===== src/hw/rtl/rrpm_pkg.sv =====
package rrpm_pkg;

    localparam int unsigned MAX_NODES_DEFAULT = 8;

    localparam logic [15:0] POLL_INTERVAL_RESET = 16'd1000;
    localparam logic [15:0] RESPONSE_TIMEOUT_RESET = 16'd200;
    localparam logic [3:0]  NODE_COUNT_RESET = 4'd0;
    localparam logic [63:0] NODE_ID_TABLE_RESET = 64'd0;
    localparam logic [7:0]  PRESSURE_MASK_RESET = 8'd1;

    localparam logic signed [15:0] TEMP_MIN = -16'sd4000;
    localparam logic signed [15:0] TEMP_MAX = 16'sd8500;
    localparam logic [15:0] HUM_MAX = 16'd10000;
    localparam logic [16:0] PRES_MIN = 17'd30000;
    localparam logic [16:0] PRES_MAX = 17'd110000;

    typedef enum logic [2:0] {
        CFG_POLL_INTERVAL    = 3'd0,
        CFG_RESPONSE_TIMEOUT = 3'd1,
        CFG_NODE_COUNT       = 3'd2,
        CFG_NODE_ID_TABLE    = 3'd3,
        CFG_PRESSURE_MASK    = 3'd4
    } rrpm_cfg_index_t;

    typedef enum logic [3:0] {
        EV_NONE        = 4'd0,
        EV_SENT        = 4'd1,
        EV_ACCEPTED    = 4'd2,
        EV_NOT_WAITING = 4'd3,
        EV_WRONG_NODE  = 4'd4,
        EV_SEQ_MISMATCH = 4'd5,
        EV_BAD_TEMP    = 4'd6,
        EV_BAD_HUMIDITY = 4'd7,
        EV_BAD_PRESSURE = 4'd8,
        EV_TIMEOUT     = 4'd9,
        EV_TX_ERROR    = 4'd10
    } rrpm_event_t;

    localparam logic OP_TICK = 1'b0;
    localparam logic OP_REPLY = 1'b1;

    typedef struct packed {
        logic               op;
        logic               tx_ok;
        logic [7:0]         reply_node;
        logic [15:0]        reply_sequence;
        logic [7:0]         reply_flags;
        logic signed [15:0] temperature;
        logic [15:0]        humidity;
        logic [16:0]        pressure;
    } rrpm_in_t;

    typedef struct packed {
        rrpm_event_t event_res;
        logic [7:0]  node_id;
        logic [15:0] sequence_res;
        logic [15:0] response_time;
        logic [7:0]  online_map;
        logic [2:0]  node_index;
    } rrpm_out_t;

    typedef struct packed {
        logic       hit;
        logic [2:0] idx;
    } rrpm_find_t;

    // First registered table entry that holds the given id.
    function automatic rrpm_find_t rrpm_find_id(
        input logic [63:0] id_table,
        input logic [3:0]  active_cnt,
        input logic [7:0]  id
    );
        rrpm_find_t res;
        res.hit = 1'b0;
        res.idx = 3'd0;
        for (int i = 7; i >= 0; i--)
        begin
            if ((4'(i) < active_cnt) && (id_table[i*8 +: 8] == id))
            begin
                res.hit = 1'b1;
                res.idx = 3'(i);
            end
        end
        return res;
    endfunction

endpackage


===== src/hw/rtl/rrpm_ifs.sv =====
interface rrpm_in_if import rrpm_pkg::*; ();
    logic     valid;
    logic     ready;
    rrpm_in_t data;

    modport source (output valid, output data, input ready);
    modport sink (input valid, input data, output ready);
endinterface

interface rrpm_out_if import rrpm_pkg::*; ();
    logic      valid;
    logic      ready;
    rrpm_out_t data;

    modport source (output valid, output data, input ready);
    modport sink (input valid, input data, output ready);
endinterface

interface rrpm_cfg_if import rrpm_pkg::*; ();
    logic        valid;
    logic        ready;
    logic [2:0]  index;
    logic [63:0] data;

    modport source (output valid, output index, output data, input ready);
    modport sink (input valid, input index, input data, output ready);
endinterface


===== src/hw/rtl/round_robin_poll_master_unit.sv =====
// Round-robin polling master with response timeout.
// The cmd channel carries one event per transfer: a one-millisecond tick
// (op low, with tx_ok telling whether the radio took a pending request) or
// a sensor reply with its node id, sequence and readings. Every cmd transfer
// yields exactly one evt transfer that reports what happened, the polled
// index and the online map after the event.
// The cfg channel writes the five setup registers by index; it is always
// ready and is meant to be used only while no event is in flight.
// A cmd transfer lands in an input register; the polling logic then
// updates its state and loads the evt result register, which offers the
// result. One event per cycle is sustained while the evt receiver does
// not stall, set by the single pass of compares and counter updates
// between the input register and the result register.
// When the evt receiver stalls, the result is held and the input register
// still takes one more cmd transfer; cmd ready then drops until the result
// moves. Reset clears the state, loads the register defaults and leaves
// both channels empty.
module round_robin_poll_master_unit
    import rrpm_pkg::*;
#(
    parameter int unsigned MAX_NODES = MAX_NODES_DEFAULT
)
(
    input logic         clk,
    input logic         rst_n,
    rrpm_in_if.sink     cmd,
    rrpm_out_if.source  evt,
    rrpm_cfg_if.sink    cfg
);

    typedef enum logic [1:0] {
        PH_IDLE,
        PH_SEND,
        PH_WAIT
    } phase_t;

    localparam logic [3:0] MAX_CNT = 4'(MAX_NODES);

    logic [15:0] poll_interval_reg;
    logic [15:0] response_timeout_reg;
    logic [3:0]  node_count_reg;
    logic [63:0] node_id_table_reg;
    logic [7:0]  pressure_mask_reg;

    phase_t      phase_reg, phase_next;
    logic [2:0]  current_index_reg, current_index_next;
    logic [15:0] seq_counter_reg, seq_counter_next;
    logic [15:0] expected_seq_reg, expected_seq_next;
    logic [31:0] time_now_reg, time_now_next;
    logic [31:0] idle_stamp_reg, idle_stamp_next;
    logic [31:0] request_stamp_reg, request_stamp_next;
    logic [7:0]  online_reg, online_next;

    logic        inq_valid_reg;
    rrpm_in_t    inq_reg;
    logic        res_valid_reg;
    rrpm_out_t   res_reg, res_next;

    logic        step;
    logic [3:0]  active_cnt;
    logic        cur_valid;
    logic [7:0]  cur_id;
    logic [3:0]  index_inc;
    logic [2:0]  adv_index;
    logic [31:0] time_inc;
    logic [31:0] idle_elapsed;
    logic [31:0] wait_elapsed;
    logic [31:0] reply_elapsed;
    logic [15:0] seq_inc;
    rrpm_find_t  cur_find;
    rrpm_find_t  reply_find;

    assign step = inq_valid_reg && (!res_valid_reg || evt.ready);
    assign cmd.ready = !inq_valid_reg || step;
    assign cfg.ready = 1'b1;
    assign evt.valid = res_valid_reg;
    assign evt.data = res_reg;

    assign active_cnt = (node_count_reg > MAX_CNT) ? MAX_CNT : node_count_reg;
    assign cur_valid = {1'b0, current_index_reg} < active_cnt;
    assign cur_id = node_id_table_reg[{current_index_reg, 3'b000} +: 8];
    assign index_inc = {1'b0, current_index_reg} + 4'd1;
    assign adv_index = (index_inc >= active_cnt) ? 3'd0 : index_inc[2:0];
    assign time_inc = time_now_reg + 32'd1;
    assign idle_elapsed = time_inc - idle_stamp_reg;
    assign wait_elapsed = time_inc - request_stamp_reg;
    assign reply_elapsed = time_now_reg - request_stamp_reg;
    assign seq_inc = seq_counter_reg + 16'd1;
    assign cur_find = rrpm_find_id(node_id_table_reg, active_cnt, cur_id);
    assign reply_find = rrpm_find_id(node_id_table_reg, active_cnt, inq_reg.reply_node);

    always_comb
    begin
        phase_next = phase_reg;
        current_index_next = current_index_reg;
        seq_counter_next = seq_counter_reg;
        expected_seq_next = expected_seq_reg;
        time_now_next = time_now_reg;
        idle_stamp_next = idle_stamp_reg;
        request_stamp_next = request_stamp_reg;
        online_next = online_reg;
        res_next = '0;
        res_next.event_res = EV_NONE;

        if (inq_reg.op == OP_TICK)
        begin
            time_now_next = time_inc;
            case (phase_reg)
                PH_IDLE:
                begin
                    if (idle_elapsed >= {16'd0, poll_interval_reg})
                    begin
                        phase_next = PH_SEND;
                    end
                end
                PH_SEND:
                begin
                    if (!cur_valid)
                    begin
                        current_index_next = adv_index;
                        idle_stamp_next = time_inc;
                        phase_next = PH_IDLE;
                    end
                    else
                    begin
                        res_next.node_id = cur_id;
                        res_next.sequence_res = seq_inc;
                        seq_counter_next = seq_inc;
                        expected_seq_next = seq_inc;
                        if (!inq_reg.tx_ok)
                        begin
                            if (cur_find.hit)
                            begin
                                online_next[cur_find.idx] = 1'b0;
                            end
                            current_index_next = adv_index;
                            idle_stamp_next = time_inc;
                            phase_next = PH_IDLE;
                            res_next.event_res = EV_TX_ERROR;
                        end
                        else
                        begin
                            request_stamp_next = time_inc;
                            phase_next = PH_WAIT;
                            res_next.event_res = EV_SENT;
                        end
                    end
                end
                PH_WAIT:
                begin
                    if (wait_elapsed >= {16'd0, response_timeout_reg})
                    begin
                        res_next.sequence_res = expected_seq_reg;
                        if (cur_valid)
                        begin
                            res_next.node_id = cur_id;
                            if (cur_find.hit)
                            begin
                                online_next[cur_find.idx] = 1'b0;
                            end
                        end
                        current_index_next = adv_index;
                        idle_stamp_next = time_inc;
                        phase_next = PH_IDLE;
                        res_next.event_res = EV_TIMEOUT;
                    end
                end
                default:
                begin
                    phase_next = PH_IDLE;
                end
            endcase
        end
        else
        begin
            res_next.node_id = inq_reg.reply_node;
            res_next.sequence_res = expected_seq_reg;
            if (phase_reg != PH_WAIT)
            begin
                res_next.event_res = EV_NOT_WAITING;
            end
            else if (!reply_find.hit || !cur_valid || (cur_id != inq_reg.reply_node))
            begin
                res_next.event_res = EV_WRONG_NODE;
            end
            else if (inq_reg.reply_sequence != expected_seq_reg)
            begin
                res_next.event_res = EV_SEQ_MISMATCH;
            end
            else if ((inq_reg.temperature < TEMP_MIN) || (inq_reg.temperature > TEMP_MAX))
            begin
                res_next.event_res = EV_BAD_TEMP;
            end
            else if (inq_reg.humidity > HUM_MAX)
            begin
                res_next.event_res = EV_BAD_HUMIDITY;
            end
            else if (((inq_reg.reply_flags & pressure_mask_reg) != 8'd0)
                     && ((inq_reg.pressure < PRES_MIN) || (inq_reg.pressure > PRES_MAX)))
            begin
                res_next.event_res = EV_BAD_PRESSURE;
            end
            else
            begin
                online_next[reply_find.idx] = 1'b1;
                res_next.response_time = (reply_elapsed > 32'h0000_FFFF) ?
                                         16'hFFFF : reply_elapsed[15:0];
                res_next.event_res = EV_ACCEPTED;
                current_index_next = adv_index;
                idle_stamp_next = time_now_reg;
                phase_next = PH_IDLE;
            end
        end

        res_next.online_map = online_next;
        res_next.node_index = current_index_next;
    end

    always_ff @(posedge clk or negedge rst_n)
    begin
        if (!rst_n)
        begin
            poll_interval_reg <= POLL_INTERVAL_RESET;
            response_timeout_reg <= RESPONSE_TIMEOUT_RESET;
            node_count_reg <= NODE_COUNT_RESET;
            node_id_table_reg <= NODE_ID_TABLE_RESET;
            pressure_mask_reg <= PRESSURE_MASK_RESET;
        end
        else if (cfg.valid && cfg.ready)
        begin
            case (cfg.index)
                CFG_POLL_INTERVAL:    poll_interval_reg <= cfg.data[15:0];
                CFG_RESPONSE_TIMEOUT: response_timeout_reg <= cfg.data[15:0];
                CFG_NODE_COUNT:       node_count_reg <= cfg.data[3:0];
                CFG_NODE_ID_TABLE:    node_id_table_reg <= cfg.data;
                CFG_PRESSURE_MASK:    pressure_mask_reg <= cfg.data[7:0];
                default:
                begin
                end
            endcase
        end
    end

    always_ff @(posedge clk or negedge rst_n)
    begin
        if (!rst_n)
        begin
            phase_reg <= PH_IDLE;
            current_index_reg <= 3'd0;
            seq_counter_reg <= 16'd0;
            expected_seq_reg <= 16'd0;
            time_now_reg <= 32'd0;
            idle_stamp_reg <= 32'd0;
            request_stamp_reg <= 32'd0;
            online_reg <= 8'd0;
        end
        else if (step)
        begin
            phase_reg <= phase_next;
            current_index_reg <= current_index_next;
            seq_counter_reg <= seq_counter_next;
            expected_seq_reg <= expected_seq_next;
            time_now_reg <= time_now_next;
            idle_stamp_reg <= idle_stamp_next;
            request_stamp_reg <= request_stamp_next;
            online_reg <= online_next;
        end
    end

    always_ff @(posedge clk or negedge rst_n)
    begin
        if (!rst_n)
        begin
            inq_valid_reg <= 1'b0;
            res_valid_reg <= 1'b0;
        end
        else
        begin
            if (cmd.valid && cmd.ready)
            begin
                inq_valid_reg <= 1'b1;
            end
            else if (step)
            begin
                inq_valid_reg <= 1'b0;
            end
            if (step)
            begin
                res_valid_reg <= 1'b1;
            end
            else if (evt.ready)
            begin
                res_valid_reg <= 1'b0;
            end
        end
    end

    always_ff @(posedge clk)
    begin
        if (cmd.valid && cmd.ready)
        begin
            inq_reg <= cmd.data;
        end
        if (step)
        begin
            res_reg <= res_next;
        end
    end

    // A sent request always leaves the master waiting for the reply.
    assert property (@(posedge clk) disable iff (!rst_n)
        (step && (res_next.event_res == EV_SENT)) |=> (phase_reg == PH_WAIT))
        else $error("request sent without entering the wait phase");

    // An accepted reply always returns the master to idle with its node online.
    assert property (@(posedge clk) disable iff (!rst_n)
        (step && (res_next.event_res == EV_ACCEPTED))
        |=> ((phase_reg == PH_IDLE) && (online_reg == $past(online_next))))
        else $error("accepted reply did not close the poll");

    // The millisecond counter advances by one on every tick event.
    assert property (@(posedge clk) disable iff (!rst_n)
        (step && (inq_reg.op == OP_TICK)) |=> (time_now_reg == $past(time_now_reg) + 32'd1))
        else $error("tick did not advance the time counter");

    // The sequence counter moves only when a request is issued or refused.
    assert property (@(posedge clk) disable iff (!rst_n)
        (step && (res_next.event_res != EV_SENT) && (res_next.event_res != EV_TX_ERROR))
        |=> $stable(seq_counter_reg))
        else $error("sequence counter changed without a request");

    // A pending result is never dropped while the receiver stalls.
    assert property (@(posedge clk) disable iff (!rst_n)
        (res_valid_reg && !evt.ready) |=> res_valid_reg)
        else $error("stalled result was lost");

endmodule

===== src/flat_wrapper.sv =====
// flat-port wrapper written by rule: the top's interface ports become plain ports
module round_robin_poll_master_unit_flat import rrpm_pkg::*;
#(
    parameter int unsigned MAX_NODES = MAX_NODES_DEFAULT
)
  (clk, rst_n, cmd_valid, cmd_data, cmd_ready, evt_valid, evt_data, evt_ready, cfg_valid, cfg_index, cfg_data, cfg_ready);
  rrpm_in_if cmd_i ();
  rrpm_out_if evt_i ();
  rrpm_cfg_if cfg_i ();
  input logic clk;
  input logic rst_n;
  input wire logic [$bits(cmd_i.valid)-1:0] cmd_valid;
  input wire logic [$bits(cmd_i.data)-1:0] cmd_data;
  output wire logic [$bits(cmd_i.ready)-1:0] cmd_ready;
  output wire logic [$bits(evt_i.valid)-1:0] evt_valid;
  output wire logic [$bits(evt_i.data)-1:0] evt_data;
  input wire logic [$bits(evt_i.ready)-1:0] evt_ready;
  input wire logic [$bits(cfg_i.valid)-1:0] cfg_valid;
  input wire logic [$bits(cfg_i.index)-1:0] cfg_index;
  input wire logic [$bits(cfg_i.data)-1:0] cfg_data;
  output wire logic [$bits(cfg_i.ready)-1:0] cfg_ready;
  assign cmd_i.valid = cmd_valid;
  assign cmd_i.data = cmd_data;
  assign cmd_ready = cmd_i.ready;
  assign evt_valid = evt_i.valid;
  assign evt_data = evt_i.data;
  assign evt_i.ready = evt_ready;
  assign cfg_i.valid = cfg_valid;
  assign cfg_i.index = cfg_index;
  assign cfg_i.data = cfg_data;
  assign cfg_ready = cfg_i.ready;
  round_robin_poll_master_unit #(.MAX_NODES(MAX_NODES)) u_core (.clk(clk), .rst_n(rst_n), .cmd(cmd_i), .evt(evt_i), .cfg(cfg_i));
endmodule

===== config.mk =====
export PLATFORM = sky130hd
export DESIGN_NAME = round_robin_poll_master_unit_flat
export DESIGN_NICKNAME = d
export VERILOG_FILES = /design/src/hw/rtl/rrpm_pkg.sv /design/src/hw/rtl/rrpm_ifs.sv /design/src/hw/rtl/round_robin_poll_master_unit.sv /design/src/flat_wrapper.sv
export SDC_FILE = /design/constraint.sdc
export NUM_CORES = 1
export LEC_CHECK = 0
export ABC_CLOCK_PERIOD_IN_PS = 6400
export CAP_MARGIN = 5
export CORE_ASPECT_RATIO = 1.5
export CORE_MARGIN = 2
export CORE_UTILIZATION = 50
export DETAILED_ROUTE_END_ITERATION = 10
export DONT_BUFFER_PORTS = 1
export PLACE_DENSITY = 0.65
export SYNTH_ARGS = -nofsm -noshare
export SYNTH_HDL_FRONTEND = slang
export SYNTH_SLANG_ARGS = --single-unit

===== constraint.sdc =====
create_clock -name clk -period 6.4 [get_ports clk]
set_input_delay 0.32 -clock clk [delete_from_list [all_inputs] [get_ports clk]]
set_output_delay 0.32 -clock clk [all_outputs]
set_load 0.05 [all_outputs]

==> flow_metrics.tcl <==
set metrics [dict create \
    status "finished, final reports clean" \
    worstReg2RegEnd "u_core.evt.data[10]$_DFFE_PP_" \
    post_drt_wl_per_cell_um 22.5 \
    drv_slew 0 \
    gr-total-overflow 0 \
    max_cap_viol_count 0 \
    path_common_cell "buf_4" \
    yosysWarnings 0 \
    relSlewSlack_pct 21.4 \
    cellLeakagePower_nw 12.6 \
    synth-compound-area-share_pct 16.5 \
    p_seq_share_pct 31.1 \
    synth-seq-cells 373 \
    cts_root_buffer "clkbuf_16" \
    synth_xor_area_share_pct 11.0 \
    ys_types 91 \
    async_flop_share_pct 63.0 \
    min_period_over_period_pct 93.5 \
    tritoncts "done" \
    cp.required_ns 6.84 \
    setup_violations 0 \
    cts_htree_levels 2 \
    largest_reg_flops 83 \
    vias 21300 \
    netlist_instances 2711 \
    clock_path_buffers 3 \
    critical-path-slowest-cell "dfrtp_1" \
    syn_nets 3008 \
    synth_enable_flop_cells 138 \
    powerDensity_nw_per_um2 391 \
    synthAdderAreaFrac_pct 7.15 \
    worstSetupStartpoint "u_core.time_now_reg[0]$_DFFE_PN0P_" \
    insertion_delay_ns 0.59 \
    die_area_um2 52200 \
    num_io_pins 213 \
    clk_pin_slew_ns 0.07 \
    synth_top_family_by_area "compound AO/OA/AOI/OAI gates" \
    first_pass_iters 6 \
    tightest_slew_ns 1.17 \
    core_um2 49700 \
    critPathMaxFanout 7 \
    diodes 0 \
    min_period_ns 5.99 \
    grt_pass1_vias 21800 \
    combPwrFrac_pct 48.7 \
    syn_avg_cell_area_um2 9.29 \
    muxShareOfSynthArea_pct 5.16 \
    areaGrowthSynthToFinish_pct 14.9 \
    r2r_slack_ns 0.41 \
    die_w_um 187 \
    swShare_pct 43.4 \
    vdd_ir_drop_max_mv 0.313 \
    slowest_delay_ns 0.46 \
    ant_nets 0 \
    final_nets 3130 \
    netlist_area_um2 25200 \
    drtIter0Drc 1397 \
    gp_congestion 0.965 \
    multiInputGateArea_um2 14100 \
    numCtsBuffers 39 \
    drc 0 \
    port_buffers 0 \
    antenna_found_initial 0 \
    start_util_pct 50.7 \
    wl_um 79500 \
    synth_ff_type "dfrtp_1" \
    dp_hpwl_um 59300 \
    pwr-share-clk_pct 20.1 \
    crit_path_end_kind "register" \
    total_power_mw 11.3 \
    fmax_mhz 167 \
    synthSimpleGateAreaFrac_pct 15.8 \
    path_class "reg2reg" \
    regArea_um2 10000 \
    whs_ns 0.0573 \
    worstPathArrival_ns 6.43 \
    cp-start-kind "register" \
    cts.sink_count 373 \
    drive_gt1_share_pct 9.81 \
    row_count 100 \
    vias_per_cell 6.04 \
    clock-skew-final_ns 0.0266 \
    fillers 4376 \
    grt_max_degree 236 \
    r2r-start "u_core.time_now_reg[0]$_DFFE_PN0P_" \
    grt_pass1_wl_um 123000 \
    seq_area_frac_synth_pct 39.9 \
    cell_internal_pwr_mw 6.40 \
    hold_path.class "in2reg" \
    p_sw_mw 4.91 \
    die_h_um 279 \
    final_hold_viol_count 0 \
    worstRegToRegCells 29 \
    critPathCapture "u_core.evt.data[10]$_DFFE_PP_" \
    grt_use_total_pct 30.4 \
]
[final cells by class]
class                   count  area share [%]
flip-flops and latches    373            34.7
clock buffers              51            3.60
inverters                 149            1.93
multi-input cells        2045            48.7
repair buffers            225            7.44
clock inverters            21           0.744
well taps                 663            2.87
[through the flow]
| step | instances | worst slack (ns) | cell area (µm²) | utilization, % | setup TNS (ns) |
|---|---|---|---|---|---|
| final | 3527 | 0.413 | 28900 | 58.3 | 0 |
| after global placement | 3300 | 0.111 | 26000 | 52.4 | 0 |
| after CTS | 3524 | 0.0841 | 28800 | 58.0 | 0 |
| after floorplan | 2711 | 0.736 | 25200 | - | 0 |
| after detailed placement | 3300 | -0.0343 | 26000 | 52.4 | -0.0661 |
| after global routing | 3527 | -0.0377 | 28900 | 58.3 | -0.0484 |
[power by group through the flow]
stage,sequential (mW),combinational (mW),clock [mW]
global route,3.57,6.07,2.40
finish,3.52,5.52,2.28
floorplan,3.33,4.01,0
detailed placement,3.55,5.31,0
CTS,3.51,5.45,2.31
global placement,3.54,5.19,0
[worst max-delay path, delay by kind of cell (launching register included)]
family,cells,cell delay [ns]
simple gates,10,1.44
compound gates,9,1.79
fa+ha+maj,3,0.97
buf+inv,5,0.69
xor+xnor,2,0.48
flops,1,0.46
[synthesized netlist by cell type (16+ instances only)]
cell type	count	share of area, %
inv_1	146	2.2
nand2_1	250	3.7
buf_2	21	0.42
nand2b_1	28	0.70
xnor2_1	159	5.5
mux2i_1	33	1.3
a22oi_1	18	0.54
a31oi_1	22	0.55
a21oi_1	174	3.5
clkbuf_1	110	1.6
o21a_1	17	0.51
edfxtp_1	138	16
a211oi_1	23	0.69
dfrtp_1	225	22
nand4_1	69	1.7
mux2_2	86	3.8
and3_1	38	0.94
o211ai_1	26	0.78
o21ai_0	150	3.0
nor2b_1	16	0.40
xor2_1	157	5.5
a21o_1	49	1.5
ha_1	139	6.9
o31a_1	25	0.87
nor2_1	199	3.0
o31ai_1	23	0.69
nor4_1	25	0.62
nor3_1	54	1.1
nand3_1	69	1.4
and2_1	18	0.45
[placed cells by master, fill, tap and decap left out, types with 25 or more instances in the layout]
cell type and instances:
nand2_1 249, dfrtp_1 224, nor2_1 198, a21oi_1 173, xor2_1 157, xnor2_1 156
dlygate4sd3_1 150, o21ai_0 149, inv_1 146, edfxtp_1 138, ha_1 137, mux2_2 86
nand4_1 69, buf_4 69, nand3_1 66, nor3_1 54, a21o_1 49, clkbuf_16 39
and3_1 38, mux2i_1 33, nand2b_1 28, o211ai_1 26, o31a_1 25
[routing by layer]
| layer | share of wire, % | global-route usage [%] | up-vias |
|---|---|---|---|
| met2 | 53 | 56.6 | 726 |
| met5 | 0 | 0 | - |
| met3 | 4.4 | 4.16 | 263 |
| met1 | 34 | 30.5 | 10300 |
| met4 | 8.6 | 23.0 | 0 |
| li1 | - | - | 9970 |
[cells by family (layout without fill, tap and decap cells)]
logic type	after synthesis	count (layout)
mux	119	119
fa+ha+maj	142	142
simple gates	825	825
xor+xnor	316	316
buf+inv	293	446
other cells	1	1
flops	373	373
compound gates	642	642
[repair_timing]
item	CTS	global route
hold buffers	151	0
resized for setup	0	20
hold endpoints to repair	428	0
setup endpoints to repair	2	82
pin swaps	1	3
setup buffers	1	2
[worst min path at each step]
stage,cells past startpoint,from,endpoint
4_1_cts,2,cfg_index[0],u_core.node_count_reg[3]$_DFFE_PN0P_
3_3_place_gp,0,rst_n,u_core.request_stamp_reg[27]$_DFFE_PN0P_
2_1_floorplan,0,rst_n,u_core.current_index_reg[0]$_DFFE_PN0P_
6_report,2,cfg_index[0],u_core.node_count_reg[3]$_DFFE_PN0P_
3_5_place_dp,0,rst_n,u_core.request_stamp_reg[27]$_DFFE_PN0P_
5_1_grt,2,cfg_index[0],u_core.node_count_reg[3]$_DFFE_PN0P_
Note: power is estimated with default switching activity, not from simulation.
